**src/rtl/dcf_pkg.sv**
```systemverilog
// Shared types, widths and constants of the dual-channel FIR low-pass filter.
package dcf_pkg;

  localparam int TAPS    = 12;
  localparam int PAIRS   = TAPS / 2;
  localparam int NUM_CH  = 2;
  localparam int TAP_W   = $clog2(TAPS);
  localparam int PAIR_W  = $clog2(PAIRS);

  localparam int SAMPLE_W = 12;
  localparam int RESULT_W = 13;
  localparam int COEF_W   = 17;
  localparam int FILL_W   = $clog2(TAPS + 1);

  typedef logic [SAMPLE_W-1:0]      sample_t;
  typedef logic [RESULT_W-1:0]      result_t;
  typedef logic signed [COEF_W-1:0] coef_t;
  typedef logic [FILL_W-1:0]        fill_t;

  // Configuration register indexes.
  localparam int CFG_IDX_W = $clog2(PAIRS);
  typedef logic [CFG_IDX_W-1:0] cfg_idx_t;
  localparam cfg_idx_t REG_OUTER  = cfg_idx_t'(0);
  localparam cfg_idx_t REG_SECOND = cfg_idx_t'(1);
  localparam cfg_idx_t REG_THIRD  = cfg_idx_t'(2);
  localparam cfg_idx_t REG_FOURTH = cfg_idx_t'(3);
  localparam cfg_idx_t REG_FIFTH  = cfg_idx_t'(4);
  localparam cfg_idx_t REG_CENTER = cfg_idx_t'(5);

  localparam coef_t COEF_RESET [PAIRS] = '{
    17'sd192, -17'sd570, -17'sd2745, -17'sd764, 17'sd11233, 17'sd25135
  };

  // Per-cycle commands from the sequencer to every lane.
  typedef struct packed {
    logic              load;  // shift in a new sample and clear the accumulator
    logic              mac;   // multiply one mirrored tap pair
    logic [PAIR_W-1:0] idx;   // which tap pair
  } lane_ctrl_t;

endpackage

```
**src/rtl/dual_channel_fir_lowpass_core.sv**
```systemverilog
// Top level of the dual-channel 12-tap symmetric FIR low-pass filter.
// Each item carries one 12-bit sample per channel and yields one result item.
// Both channels run in parallel lanes; each lane pre-adds mirrored taps and
// walks the six coefficient pairs through one multiplier: a multiply step per
// pair, a step for the last product to reach the accumulator, then a load into
// the output register, which waits while a held result is stalled; the input
// is taken again after that load. During the first 12 items samples pass
// straight through with filter_active low. The output register holds a result
// while the next item is accepted. Coefficients are Q16; the user must write
// them via the config port only while idle; the block does not enforce this.
module dual_channel_fir_lowpass_core
  import dcf_pkg::*;
(
  input  logic         clk,
  input  logic         rst,
  input  logic         sample_valid,
  output logic         sample_stall,
  input  sample_t      sample_ch0,
  input  sample_t      sample_ch1,
  output logic         result_valid,
  input  logic         result_stall,
  output result_t      filtered_ch0,
  output result_t      filtered_ch1,
  output logic         filter_active,
  input  logic         cfg_valid,
  output logic         cfg_ready,
  input  cfg_idx_t     cfg_index,
  input  coef_t        cfg_data
);

  typedef enum logic [1:0] {IDLE, RUN, DONE} state_t;

  state_t            state;
  logic [PAIR_W:0]   step;
  fill_t             fill;
  logic              active;
  coef_t             coef [PAIRS];
  lane_ctrl_t        ctrl;
  logic              accept;
  logic              out_load;
  sample_t           samp_in [NUM_CH];
  result_t           filt [NUM_CH];
  sample_t           newest [NUM_CH];
  result_t           filtered [NUM_CH];

  assign cfg_ready    = 1'b1;
  assign sample_stall = (state != IDLE);
  assign accept       = sample_valid && !sample_stall;
  assign out_load     = (state == DONE) && (!result_valid || !result_stall);

  assign ctrl.load = accept;
  assign ctrl.mac  = (state == RUN) && (step < (PAIR_W+1)'(PAIRS));
  assign ctrl.idx  = step[PAIR_W-1:0];

  always_ff @(posedge clk) begin
    if (rst) begin
      for (int i = 0; i < PAIRS; i++) begin
        coef[i] <= COEF_RESET[i];
      end
    end else if (cfg_valid && cfg_ready && cfg_index <= REG_CENTER) begin
      coef[cfg_index] <= cfg_data;
    end
  end

  always_ff @(posedge clk) begin
    if (rst) begin
      state  <= IDLE;
      step   <= '0;
      fill   <= '0;
      active <= 1'b0;
    end else begin
      case (state)
        IDLE: begin
          if (accept) begin
            active <= (fill == FILL_W'(TAPS));
            if (fill != FILL_W'(TAPS)) begin
              fill  <= fill + 1'b1;
              state <= DONE;
            end else begin
              state <= RUN;
            end
            step <= '0;
          end
        end
        RUN: begin
          // The last step only lets the final product reach the accumulator.
          if (step == (PAIR_W+1)'(PAIRS)) begin
            state <= DONE;
          end else begin
            step <= step + 1'b1;
          end
        end
        DONE: begin
          if (out_load) begin
            state <= IDLE;
          end
        end
        default: state <= IDLE;
      endcase
    end
  end

  assign samp_in[0] = sample_ch0;
  assign samp_in[1] = sample_ch1;

  for (genvar c = 0; c < NUM_CH; c++) begin : g_lane
    dcf_lane u_lane (
      .clk    (clk),
      .rst    (rst),
      .ctrl   (ctrl),
      .sample (samp_in[c]),
      .coef   (coef),
      .filt   (filt[c]),
      .newest (newest[c])
    );
  end

  dcf_merge u_merge (
    .clk           (clk),
    .rst           (rst),
    .load          (out_load),
    .active        (active),
    .filt          (filt),
    .newest        (newest),
    .result_stall  (result_stall),
    .result_valid  (result_valid),
    .filtered      (filtered),
    .filter_active (filter_active)
  );

  assign filtered_ch0 = filtered[0];
  assign filtered_ch1 = filtered[1];

  a_fill_bound: assert property (@(posedge clk) disable iff (rst)
    fill <= FILL_W'(TAPS))
    else $error("fill count beyond tap count");

  a_no_overwrite: assert property (@(posedge clk) disable iff (rst)
    out_load |-> !(result_valid && result_stall))
    else $error("held result overwritten");

  a_busy_after_accept: assert property (@(posedge clk) disable iff (rst)
    accept |=> (state != IDLE))
    else $error("sequencer idle right after an accepted item");

  a_active_only_full: assert property (@(posedge clk) disable iff (rst)
    (out_load && active) |-> (fill == FILL_W'(TAPS)))
    else $error("filtered result before the delay line is full");

endmodule

```
**src/rtl/dcf_lane.sv**
```systemverilog
// One channel lane: 12-sample delay line and a shared multiply-accumulate over tap pairs.
module dcf_lane
  import dcf_pkg::*;
(
  input  logic       clk,
  input  logic       rst,
  input  lane_ctrl_t ctrl,
  input  sample_t    sample,
  input  coef_t      coef [PAIRS],
  output result_t    filt,
  output sample_t    newest
);

  localparam int PROD_W = SAMPLE_W + 2 + COEF_W;
  localparam int ACC_W  = PROD_W + 3;

  typedef logic signed [PROD_W-1:0] prod_t;
  typedef logic signed [ACC_W-1:0]  acc_t;

  // Tap 0 is the oldest sample, the last tap the newest.
  sample_t taps [TAPS];
  prod_t   prod;
  logic    prod_valid;
  acc_t    acc;

  logic [TAP_W-1:0]  lo_idx;
  logic [TAP_W-1:0]  hi_idx;
  logic [SAMPLE_W:0] pair;

  function automatic result_t round_clamp(acc_t a);
    acc_t                 rnd;
    logic [ACC_W-16-1:0]  q;
    rnd = a + acc_t'(32768);
    q   = rnd[ACC_W-1:16];
    if (rnd < 0) begin
      return '0;
    end else if (q > (ACC_W-16)'({RESULT_W{1'b1}})) begin
      return '1;
    end else begin
      return q[RESULT_W-1:0];
    end
  endfunction

  assign lo_idx = {{(TAP_W-PAIR_W){1'b0}}, ctrl.idx};
  assign hi_idx = TAP_W'(TAPS - 1) - lo_idx;
  assign pair   = {1'b0, taps[lo_idx]} + {1'b0, taps[hi_idx]};

  always_ff @(posedge clk) begin
    if (ctrl.load) begin
      for (int i = 0; i < TAPS - 1; i++) begin
        taps[i] <= taps[i+1];
      end
      taps[TAPS-1] <= sample;
    end
    if (ctrl.mac) begin
      prod <= $signed({1'b0, pair}) * coef[ctrl.idx];
    end
  end

  always_ff @(posedge clk) begin
    if (rst) begin
      prod_valid <= 1'b0;
      acc        <= '0;
    end else begin
      prod_valid <= ctrl.mac;
      if (ctrl.load) begin
        acc <= '0;
      end else if (prod_valid) begin
        acc <= acc + ACC_W'(prod);
      end
    end
  end

  assign filt   = round_clamp(acc);
  assign newest = taps[TAPS-1];

endmodule

```
**src/rtl/dcf_merge.sv**
```systemverilog
// Output stage: gathers the lane results into one held result item.
module dcf_merge
  import dcf_pkg::*;
(
  input  logic    clk,
  input  logic    rst,
  input  logic    load,
  input  logic    active,
  input  result_t filt [NUM_CH],
  input  sample_t newest [NUM_CH],
  input  logic    result_stall,
  output logic    result_valid,
  output result_t filtered [NUM_CH],
  output logic    filter_active
);

  always_ff @(posedge clk) begin
    if (rst) begin
      result_valid <= 1'b0;
    end else if (load) begin
      result_valid <= 1'b1;
    end else if (!result_stall) begin
      result_valid <= 1'b0;
    end
  end

  // During warm-up the newest sample of each lane passes straight through.
  always_ff @(posedge clk) begin
    if (load) begin
      for (int c = 0; c < NUM_CH; c++) begin
        filtered[c] <= active ? filt[c] : {1'b0, newest[c]};
      end
      filter_active <= active;
    end
  end

endmodule

```
**config.mk**
```make
export PLATFORM = sky130hd
export DESIGN_NAME = dual_channel_fir_lowpass_core
export DESIGN_NICKNAME = d
export VERILOG_FILES = /design/src/rtl/dcf_pkg.sv /design/src/rtl/dual_channel_fir_lowpass_core.sv /design/src/rtl/dcf_lane.sv /design/src/rtl/dcf_merge.sv
export SDC_FILE = /design/constraint.sdc
export NUM_CORES = 2
export LEC_CHECK = 0
export ABC_AREA = 1
export BUFFER_PORTS_ARGS = -buffer_cell sky130_fd_sc_hd__buf_2
export CORE_MARGIN = 10
export CORE_UTILIZATION = 59
export CTS_CLUSTER_SIZE = 40
export DETAILED_ROUTE_END_ITERATION = 10
export GPL_TIMING_DRIVEN = 0
export PLACE_DENSITY_LB_ADDON = 0.15
export SYNTH_ARGS = -nofsm -noshare
export SYNTH_HDL_FRONTEND = slang
export SYNTH_HIERARCHICAL = 1
export SYNTH_SLANG_ARGS = --single-unit
```
**constraint.sdc**
```tcl
create_clock -name clk -period 8.4 [get_ports clk]
set_clock_uncertainty 0.2 [all_clocks]
set_input_delay 1.68 -clock clk [delete_from_list [all_inputs] [get_ports clk]]
set_output_delay 1.68 -clock clk [all_outputs]
set_load 0.02 [all_outputs]
```
# Word-level counts from Yosys, hierarchy flattened
# Memories as Yosys holds them, arrays and structs flattened. A register that Yosys moved wholly into a read port is not among the register bits.
# Index checks and enable logic that the tools add are counted.
[word_totals] mem_bits_rw=288 inputBits=49 word_cells=103 regBits=272 memories=2 out_inout_bits=30
[classes] bitwise=3 reduce_logical=19 n_eq_ne=10 n_lt_le_gt_ge=9 mux=28 addsub=9 n_mul=2
[memory_table] name="g_lane[0].u_lane.taps" words=12 word_bits=12 rd=13 rd_clocked_by_memory_dff=1 wr=12 line="dcf_lane.sv:21" rtl="sample_t taps [TAPS];"
[memory_table] name="g_lane[1].u_lane.taps" words=12 word_bits=12 rd=13 rd_clocked_by_memory_dff=1 wr=12 line="dcf_lane.sv:21"
[op_table] operator="bitwise mux 102 bit" count=1
[op_table] operator="adder 34 x 17 -> 34 bit (second input constant)" count=2
[op_table] operator="adder 34 x 31 -> 34 bit" count=2
[op_table] operator="less-than comparator 34 x 1 -> 1 bit (second input constant)" count=2
[op_table] operator="multiplier 14 x 17 -> 31 bit" count=2
[op_table] operator="binary-select mux 17 bit (select 3 bit)" count=1
[op_table] operator="demux 17 bit (select 3 bit)" count=1
[op_table] operator="two-way mux 17 bit" count=3
[op_table] operator="two-way mux 12 bit" count=4
[op_table] operator="> comparator 18 x 13 -> 1 bit (second input constant)" count=2
[op_table] operator="adder 12 x 12 -> 13 bit" count=2
[op_table] operator="two-way mux 13 bit" count=2
[op_table] operator="two-way mux 4 bit" count=6
[op_table] operator="AND reduction 3 bit" count=3
[op_table] operator="adder 4 x 1 -> 4 bit (second input constant)" count=2
[op_table] operator=">= comparator 4 bit (second input constant)" count=2
[op_table] operator="two-way mux 2 bit" count=4
[op_table] operator="inverter 3 -> 4 bit" count=2
[op_table] operator="case mux 4 bit (2 select lines)" count=1
[op_table] operator="inequality test 2 bit (second input constant)" count=3
[op_table] operator="case mux 2 bit (3 select lines)" count=1
[op_table] operator="OR reduction 2 bit" count=3
[op_table] operator="logical AND 1 bit" count=5
[op_table] operator="equality test 4 x 3 -> 1 bit (second input constant)" count=1
[op_table] operator="16 further kinds" count=23

# Logic depth before layout (Yosys ltp)
[logic_depth] word_depth=7 depth_mapped=42 ltp_nobuf=38

# Modules after synthesis
# Netlist, hierarchy kept.
[by_module_without_submodules] module="dcf_lane at g_lane[1].u_lane" cells_per_inst=2510 instances=1 area_each_um2=20831.2 seq_area_each_um2=5955.7
[by_module_without_submodules] module="dcf_lane at g_lane[0].u_lane" cells_per_inst=2525 instances=1 area_each_um2=20808.7 seq_area_each_um2=5955.7
[by_module_without_submodules] module="dual_channel_fir_lowpass_core" cells_per_inst=536 instances=1 area_each_um2=4185.3 seq_area_each_um2=2262.2
[by_module_without_submodules] module="dcf_merge" cells_per_inst=112 instances=1 area_each_um2=1183.6 seq_area_each_um2=830.8

# Least setup slack after synthesis
# No wires, ideal clock.
[synth_timing] kind="input -> register" start="input sample_valid" end="register g_lane[0].u_lane.acc[18]" arrival_ns=8.872 setup_slack_ns=-0.787 n_path_buf=1 required_ns=8.085 setup_ns=0.115 stages=8 cell_sequence="nand3_1 > inv_1 > nor2_1 > inv_1 > clkbuf_1 > a21oi_1 > o21ai_0 > inv_1"
[synth_via] elab_chain_cells=2
[synth_lines] element="start: declaration" line="dual_channel_fir_lowpass_core.sv:16" rtl="input logic sample_valid,"
[synth_lines] element="logical AND 1 bit" line="dual_channel_fir_lowpass_core.sv:48" rtl="assign accept = sample_valid && !sample_stall;"
[synth_lines] element="via accept" line="dual_channel_fir_lowpass_core.sv:39" rtl="logic accept;"
[synth_lines] element="OR reduction 2 bit (no source line)"
[synth_lines] element="end signal: assignment" line="dcf_lane.sv:69" rtl="acc <= acc + ACC_W'(prod);"
[synth_lines] element="end: declaration" line="dcf_lane.sv:24" rtl="acc_t acc;"
# The timed path passes the listed nets, and every way through them passes these cells.
# A chain may end at the register's enable or synchronous reset.

# Final worst setup path
[layout_timing] start="register step[0]" end="register g_lane[1].u_lane.prod[30] (data pin)"
[layout_via] elab_chain_cells=5 elab_cells_between_ends=8
[layout_lines] element="start: declaration" line="dual_channel_fir_lowpass_core.sv:34" rtl="logic [PAIR_W:0] step;"
[layout_lines] element="start signal: assignment" line="dual_channel_fir_lowpass_core.sv:90" rtl="step <= step + 1'b1;"
[layout_lines] element="branches (longest 4 deep; another with adder 12 x 12 -> 13 bit)"
[layout_lines] element="multiplier 14 x 17 -> 31 bit *" line="dcf_lane.sv:56" rtl="prod <= $signed({1'b0, pair}) * coef[ctrl.idx];"
[layout_lines] element="end signal: assignment" line="dcf_lane.sv:56"
[layout_lines] element="end: declaration" line="dcf_lane.sv:22" rtl="prod_t prod;"
# Mark *: on every way between the ends. The select of a mux whose other input is x is not followed.

==> results.md <==
- Max-cap violations: 0
- Ant diodes: 0
- Most common cell after layout, fill and taps aside: nand2_1
- Routed vias/inst: just under 6
- WL per Instance: 20.2 microns
- Antenna violations before repair: 1
- Die Height: 302 microns
- Clock Latency Late Sink: about 0.62 ns
- DRT antenna net count: 0
- Max-slew violations: 0
- Gr ovfl total: 0
- Vias in the first global route: 40,200
- Die Area: 91,400 sq um
- Part of the Yosys area used for sequential elements: 0.319
- Total core area: 79,000 sq um
- Most common cell on crit path: fa_1
- Worst setup path category: register to register
- Max Fclk: 120 MHz
- CP peak stage delay: 0.57 ns
- Layout area overhead: 15.0%
- Hpwl dp: 108,000 microns
- Most frequent cells in the layout: nand2_1 (1,009), inv_1 (924), nor2_1 (743)
- Post-synthesis register bit count: 561
- Worst setup SP type: register
- Yosys warns: 6
- Number of CTS-inserted buffers: 66
- DRC violations left: 0
- Post-route setup TNS: 0 ns
- Fin nets: approximately 6,700
- Pin count of the biggest net entering global routing: 48
- Worst Path Arrival: 8.48 ns
- # hold bufs at CTS: 0
- GRT Util Overall: 0.307
- CTS tree: built
- Status: finished, final reports clean
- Global-route wire length before repair: 220,000 microns
- Register area: between 15,000 and 20,000 sq um
- Mean Syn Cell Area: 8.27 sq um
- Clock tree buffer depth: 3
- Filler cells: 6,427
- Slowest cell on crit path: fa_1
- Dpl ws: -1.85 ns
- Setup crit end kind: register
- Synth Instances: 5,683
- RD Place Congestion: 0.971
- Share of cells above drive strength 1: 0.132
- Worst slew margin: 0.330
- Synth top area cells: edfxtp_1 (24%), fa_1 (18%), nand2_1 (8.4%)
- Worst Setup Slack, final: roughly 0.083 ns
- Initial core utilization: 0.595
- Synth cell types: 58
- Number of synthesized flops with an enable pin: 377
- Largest area contributor in the netlist: edfxtp_1
- Setup violators final: 0
- Pleak: 25.3 nW
- Worst Tran Pin Value: 1.00 ns
- Cell Pwr Density: 477 nW/um^2
- Placed Cells: 6,821
- Detailed Route WL: 142,000 microns
- Mapped Nets: about 6,400
- Final hold viol count: 0
- Synth Cell Area: 47,000 sq um
- Fin crit period: 8.32 ns
- Top cell type's share of synthesized area: 0.241
- DRT iter0 DRCs: approximately 4,200
- Port buffer count: 77
- CP Buf/Inv Count: 11
- # clock sinks: 561
- CP max FO: 10
- Fin crit share: 0.990
- H-tree Lvls: 3
- CTS root buffer: clkbuf_16
- Ys async rst share: 0
- Std cell rows: 103
- Die X: between 300 and 400 microns
- CP top delay family: adder cells
- Vias post-DR: ~41,000
- Post-Layout Cell Count: between 7,000 and 8,000
- Dominant synthesized flop cell: edfxtp_1
- IO Pins: between 70 and 80
- Worst-path clk slew: ~0.06 ns
- Multi-input logic area: 28,600 sq um
- Worst EP required: ~8.6 ns
- Hold Crit Class: register to register
- Max VDD drop: 993 uV
- Initial DRT Pass Iterations: 7
[metal layers]
| layer | vias up | wire, microns | global-route usage |
|---|---|---|---|
| met2 | 1971 | 66700 | 0.501 |
| met4 | 0 | 7900 | 0.154 |
| li1 | 18700 | - | - |
| met1 | 19500 | 55200 | 0.393 |
| met3 | 444 | 12400 | 0.0480 |
| met5 | - | 0 | 0 |
[cell usage after synthesis (15+ instances only)]
cell type and number:
a21o_1 19, o21ai_1 18, fa_1 430, buf_1 15, xnor2_1 32, nand2_1 1047, o31ai_1 15, buf_4 16
inv_1 959, inv_2 29, a31oi_1 57, o22ai_1 65, buf_2 75, nand3_1 178, a31oi_2 20, o21ai_0 406
edfxtp_1 377, o211ai_1 18, nor2_1 765, xor2_1 100, clkbuf_1 83, o221ai_1 16, o21bai_1 28, or2_1 21
a21oi_1 274, dfxtp_1 184, nand4_1 26, ha_1 248, nor3_1 26
[metrics by stage]
stage | total power (W) | utilization | hold WS [ns] | instance area [sq um]
2_1_floorplan | 0.0145 | - | 0.221 | 47000
3_3_place_gp | 0.0181 | 0.617 | 0.223 | 48700
3_5_place_dp | 0.0183 | 0.620 | 0.228 | 49000
4_1_cts | 0.0227 | 0.662 | 0.235 | 52300
5_1_grt | 0.0279 | 0.684 | 0.243 | 54100
6_report | 0.0258 | 0.684 | 0.240 | 54100
[flip-flops by register name, summed over array words and instances (netlist names), 2 cells and up]
signal,count
u_merge/filtered,26
g_lane.u_lane/taps,288
g_lane.u_lane/acc,68
fill,4
state,2
step,4
coef,102
g_lane.u_lane/prod,62
g_lane.u_lane/prod_valid,2
[power by group]
part	internal (W)	switching, W	total, W
clock network	0.00178	0.00125	0.00303
registers	0.00370	0.0000815	0.00378
logic	0.00776	0.0112	0.0190
[cells by family (layout without fill, tap and decap cells)]
| group | Yosys count | after routing | share of synthesized area |
|---|---|---|---|
| multiplexers | 14 | 14 | 0.00298 |
| AO/OA/AOI/OAI | 970 | 970 | 0.119 |
| buffers and inverters | 1204 | 1502 | 0.101 |
| AND/OR/NAND/NOR | 2122 | 2122 | 0.183 |
| flip-flops | 561 | 561 | 0.319 |
| XOR/XNOR | 133 | 134 | 0.0249 |
| adder cells (fa/ha/maj) | 678 | 678 | 0.249 |
| other | 1 | 1 | 0.0000798 |
[final timing paths]
kind / endpoint / cells past startpoint / slack (ns) / from
worst max register to register: g_lane[1].u_lane/prod[30]$_DFFE_PP_ / 37 / 0.08 / step[0]$_SDFFE_PP0P_
worst min register to register: g_lane[1].u_lane/taps[0][5]$_DFFE_PP_ / 0 / 0.24 / g_lane[1].u_lane/taps[1][5]$_DFFE_PP_
worst min-delay path: g_lane[1].u_lane/taps[0][5]$_DFFE_PP_ / 0 / 0.24 / g_lane[1].u_lane/taps[1][5]$_DFFE_PP_
worst max-delay path: g_lane[1].u_lane/prod[30]$_DFFE_PP_ / 37 / 0.08 / step[0]$_SDFFE_PP0P_
[area by class of cell]
cell class	count	area share
Sequential cell	561	0.278
Clock inverter	37	0.00852
Tap cell	1050	0.0243
Buffer	188	0.0272
Multi-Input combinational cell	3919	0.530
Timing Repair Buffer	192	0.0278
Clock buffer	83	0.0343
Inverter	1002	0.0705
[what timing repair did]
action | 4_1_cts | 5_1_grt
gates resized for setup | 237 | 333
buffers inserted | 26 | 75
endpoints found under the setup margin | 51 | 40
pin swaps | 32 | 146
gates cloned | 0 | 4
[worst reg2reg max path: cells and delay by family (launching register included)]
kind,cells,cell delay (ns)
flip-flops,1,0.45
adder cells (fa/ha/maj),8,3.75
AND/OR/NAND/NOR,15,2.06
AO/OA/AOI/OAI,3,0.45
buffers and inverters,11,1.17
No activity file was read; power rests on OpenSTA's default activity.
